===== src/lsbw_ram.sv =====
// ----------------------------------------------------------------------------
// lsbw_ram: generic single-clock RAM
// One write port and one read port; the read data is registered and holds
// its value while no read is issued.
// ----------------------------------------------------------------------------
`default_nettype none

module lsbw_ram #(
  parameter int WIDTH = 8,
  parameter int DEPTH = 256
) (
  input  wire logic                     clk,
  input  wire logic                     wr_en,
  input  wire logic [$clog2(DEPTH)-1:0] wr_addr,
  input  wire logic [WIDTH-1:0]         wr_data,
  input  wire logic                     rd_en,
  input  wire logic [$clog2(DEPTH)-1:0] rd_addr,
  output logic      [WIDTH-1:0]         rd_data
);

  logic [WIDTH-1:0] mem [DEPTH];

  always_ff @(posedge clk) begin
    if (wr_en) begin
      mem[wr_addr] <= wr_data;
    end
    if (rd_en) begin
      rd_data <= mem[rd_addr];
    end
  end

endmodule

`default_nettype wire


===== config.mk =====
export PLATFORM = sky130hd
export DESIGN_NAME = lsbw_ram
export DESIGN_NICKNAME = d
export VERILOG_FILES = /design/src/lsbw_ram.sv
export SDC_FILE = /design/constraint.sdc
export NUM_CORES = 2
export LEC_CHECK = 0
export ABC_AREA = 0
export BUFFER_PORTS_ARGS = -buffer_cell sky130_fd_sc_hd__buf_2
export CAP_MARGIN = 20
export CORE_MARGIN = 10
export CORE_UTILIZATION = 54
export DETAILED_ROUTE_END_ITERATION = 10
export GPL_TIMING_DRIVEN = 0
export PLACE_DENSITY = 0.78
export SLEW_MARGIN = 0
export SYNTH_ARGS = -nofsm -noshare
export SYNTH_HDL_FRONTEND = slang
export SYNTH_SLANG_ARGS = --single-unit

===== constraint.sdc =====
create_clock -name clk -period 6.3 [get_ports clk]
set_input_delay 1.89 -clock clk [delete_from_list [all_inputs] [get_ports clk]]
set_output_delay 1.89 -clock clk [all_outputs]
set_load 0.01 [all_outputs]

==> results.py <==
metrics = {
    "status": {
        "status": "finished, final reports clean",
    },
    "finish": {
        "fin_nets": 4029,
        "area_growth_pct": 12.0,
        "drive_gt1_share_pct": 22.1,
        "fin_area_um2": 89200,
        "fillCellCount": 9691,
    },
    "route": {
        "vias": 43100,
        "drt_iter0_markers": 7795,
        "vias_per_cell": 7.08,
        "wl_per_cell_um": 38.8,
        "drc": 0,
        "drt_wl_total_mm": 236,
        "drt-pass1-iter-count": 8,
        "ant_nets": 0,
    },
    "worst_hold_path": {
        "hp-class": "reg2reg",
        "hold_start": "mem[113][0]",
    },
    "critical_path": {
        "crit_fanout": 10,
        "cp-startpoint": "rd_addr[2]",
        "path_buf_inv": 4,
        "crit_arrival_ns": 6.27,
        "required_ns": 6.82,
        "startpoint_type": "primary input",
        "r2r_start": "mem[25][5]",
        "crit_top_cell": "buf_2",
        "path_cells": "buf_2 > buf_2 > and2_1 > buf_1 > clkbuf_1 > a22oi_1 > a21oi_1 > nor3_1 > nor4_1",
        "endpoint_kind": "register",
        "timing.critical_path.slowest_stage_cell": "nor4_1",
        "cp_top_family": "buffers and inverters",
        "slowest_delay_ns": 0.87,
        "crit_type": "in2reg",
    },
    "clocking": {
        "cts_buffers": 194,
        "cts.sinks": 2056,
        "post-cts-setup-buffers": 0,
        "cts-resized-gates": 0,
        "clockRootBuffer": "clkbuf_16",
        "clk_latency_ns": 0.85,
        "cts_tree": "built",
        "htreeDepth": 4,
        "clk_pin_slew_ns": 0.07,
        "holdBufCountCts": 0,
        "clockBufferDepth": 3,
    },
    "timing": {
        "rsz0062_at_grt": "no",
        "setup_viol": 0,
        "worstMarginPinSlew_ns": 1.35,
        "holdWs_ns": 1.24,
        "finalCriticalPeriod_ns": 5.75,
        "hold_viol_final": 0,
        "slew_violations": 0,
        "fin_crit_sh_pct": 91.2,
        "fmax_ghz": 0.174,
        "slew_headroom_pct": 10.3,
        "skew_ns": 0.0554,
    },
    "job": {
        "cap_violations": 0,
    },
    "power": {
        "p_per_area_nw_per_um2": 316,
        "leakage_uw": 0.0275,
        "ir_worst_vdd_mv": 0.285,
    },
    "logic_synthesis": {
        "yosys-top-cells-area": "edfxtp_1 78%, mux4_2 13%, mux2i_1 1.7%, nor2_1 1.3%, a22oi_1 1.3%",
        "synth_area_per_cell_um2": 21.3,
        "synth_top_area_share_pct": 77.5,
        "ys_ff_latch": 2056,
        "synthFlopType": "edfxtp_1",
        "synth-edff-count": 2056,
        "yosys_warnings": 0,
        "async_flop_share_pct": 0,
        "yosysSeqAreaShare_pct": 77.5,
        "ys_types": 54,
        "synth_area_um2": 79600,
        "synth_top_area_cell": "edfxtp_1",
        "synth.net_count": 3760,
        "syn_inst": 3733,
    },
    "placed_design": {
        "port_buffers": 27,
        "place_area_um2": 83000,
        "place_hpwl_mm": 153,
        "place_congestion": 1.02,
    },
    "floorplan": {
        "fp.dieH_um": 404,
        "io_pins": 35,
        "design.core.area_um2": 146000,
        "die_area_um2": 163000,
        "start_util_pct": 54.5,
        "fp.dieW_um": 404,
        "rows": 140,
    },
    "global_routing": {
        "grt_first_pass_wirelength_mm": 327,
        "grt_max_degree": 168,
        "grt_overflow": 0,
        "grt_use_total_pct": 28.8,
        "grt_pass1_vias": 42300,
        "antenna_found_initial": 17,
    },
}
report_power, final:
part / switching [uW] / internal, uW
combinational: 1130 / 500
sequential: 14.9 / 15100
clock: 5130 / 6340
metrics by stage:
step	worst slack [ns]	TNS, ns	total power, uW	cells	utilization, %
global placement	-0.321	-1.38	16900	5677	56.2
floorplan	2.33	0	16100	3733	-
detailed placement	-0.237	-0.457	16900	5717	56.8
global route	0.649	0	28700	6081	61.0
finish	0.554	0	28200	6092	61.1
CTS	0.609	0	28100	6075	61.0
final cells by class:
class,count,area (um2),share of cell area [%]
diodes,11,27.5,0.0309
repair buffers,73,952,1.07
well taps,1917,2400,2.69
clock inverters,113,1090,1.22
multi-input cells,1442,16400,18.4
flip-flops and latches,2056,61700,69.2
clock buffers,245,5070,5.68
plain buffers,233,1470,1.64
inverters,2,7.51,0.00842
path summary, 6_finish.rpt:
kind                              endpoint  slack, ns  cells after the start
worst max-delay path            rd_data[1]       0.55                      9
worst max register to register  rd_data[5]       2.79                      6
worst min-delay path            rd_data[0]       1.24                      5
worst min register to register  rd_data[0]       1.24                      5
tightest hold or removal path, stage by stage, from the launching register on:
cell and delay [ns]:
edfxtp_1 0.32, mux4_2 0.22, o22ai_1 0.07, nor3_1 0.12, nor4_1 0.11, nor4_2 0.26
routing by layer:
layer / wire (um) / track usage [%] / vias up
li1: - / - / 16300
met3: 37700 / 11.2 / 857
met1: 76700 / 36.5 / 21900
met5: 157 / 0 / -
met4: 18200 / 18.0 / 26
met2: 103000 / 41.8 / 4091
registers in the layout, summed over array words and instances (netlist names):
signal / cells
rd_data: 8
mem: 2048
synth_stat cells, drive strengths merged (6+ instances only):
master,instances
edfxtp,2056
mux4,456
nor2,282
mux2i,134
a22oi,133
buf,122
clkbuf,111
a21oi,96
o221ai,47
nand3,34
nand2,33
nor2b,31
o22ai,28
nor4,27
nor3,22
a211oi,16
a221oi,14
o21ai,12
nand4,10
o211ai,10
a22o,8
nand2b,8
and2,6
cell usage in the layout (no fill, tap or decap), types with 8 or more instances in the layout:
cell type  netlist  routed
buf_12           8       8
mux2i_1        134     134
nor2b_1         31      31
a21oi_1         96      96
clkbuf_1       111     150
nor2_1         282     282
mux4_2         454     454
bufinv_16        0      15
a22oi_1        133     133
o211ai_1        10      10
nand2_1         33      33
buf_8           13      38
buf_16           0      14
edfxtp_1      2056    2056
clkinv_1         1      41
o21ai_0         10      10
nand4_1         10      10
buf_4           27      33
diode_2          0      11
clkbuf_16        0     195
clkbuf_2         0      12
buf_2           31      59
a22o_1           8       8
o221ai_1        46      46
o22ai_1         28      28
buf_1           22      20
buf_6           21      22
clkinv_2         0      37
a221oi_1        13      13
nor4_1          24      24
nand3_1         34      34
nand2b_1         8       8
nor3_1          22      22
a211oi_1        16      16
kinds of logic after synthesis:
family,synth area share (%)
simple gates,2.63
flops,77.5
buf+inv,1.83
mux,14.6
compound gates,3.42
Note: power is estimated with default switching activity, not from simulation.
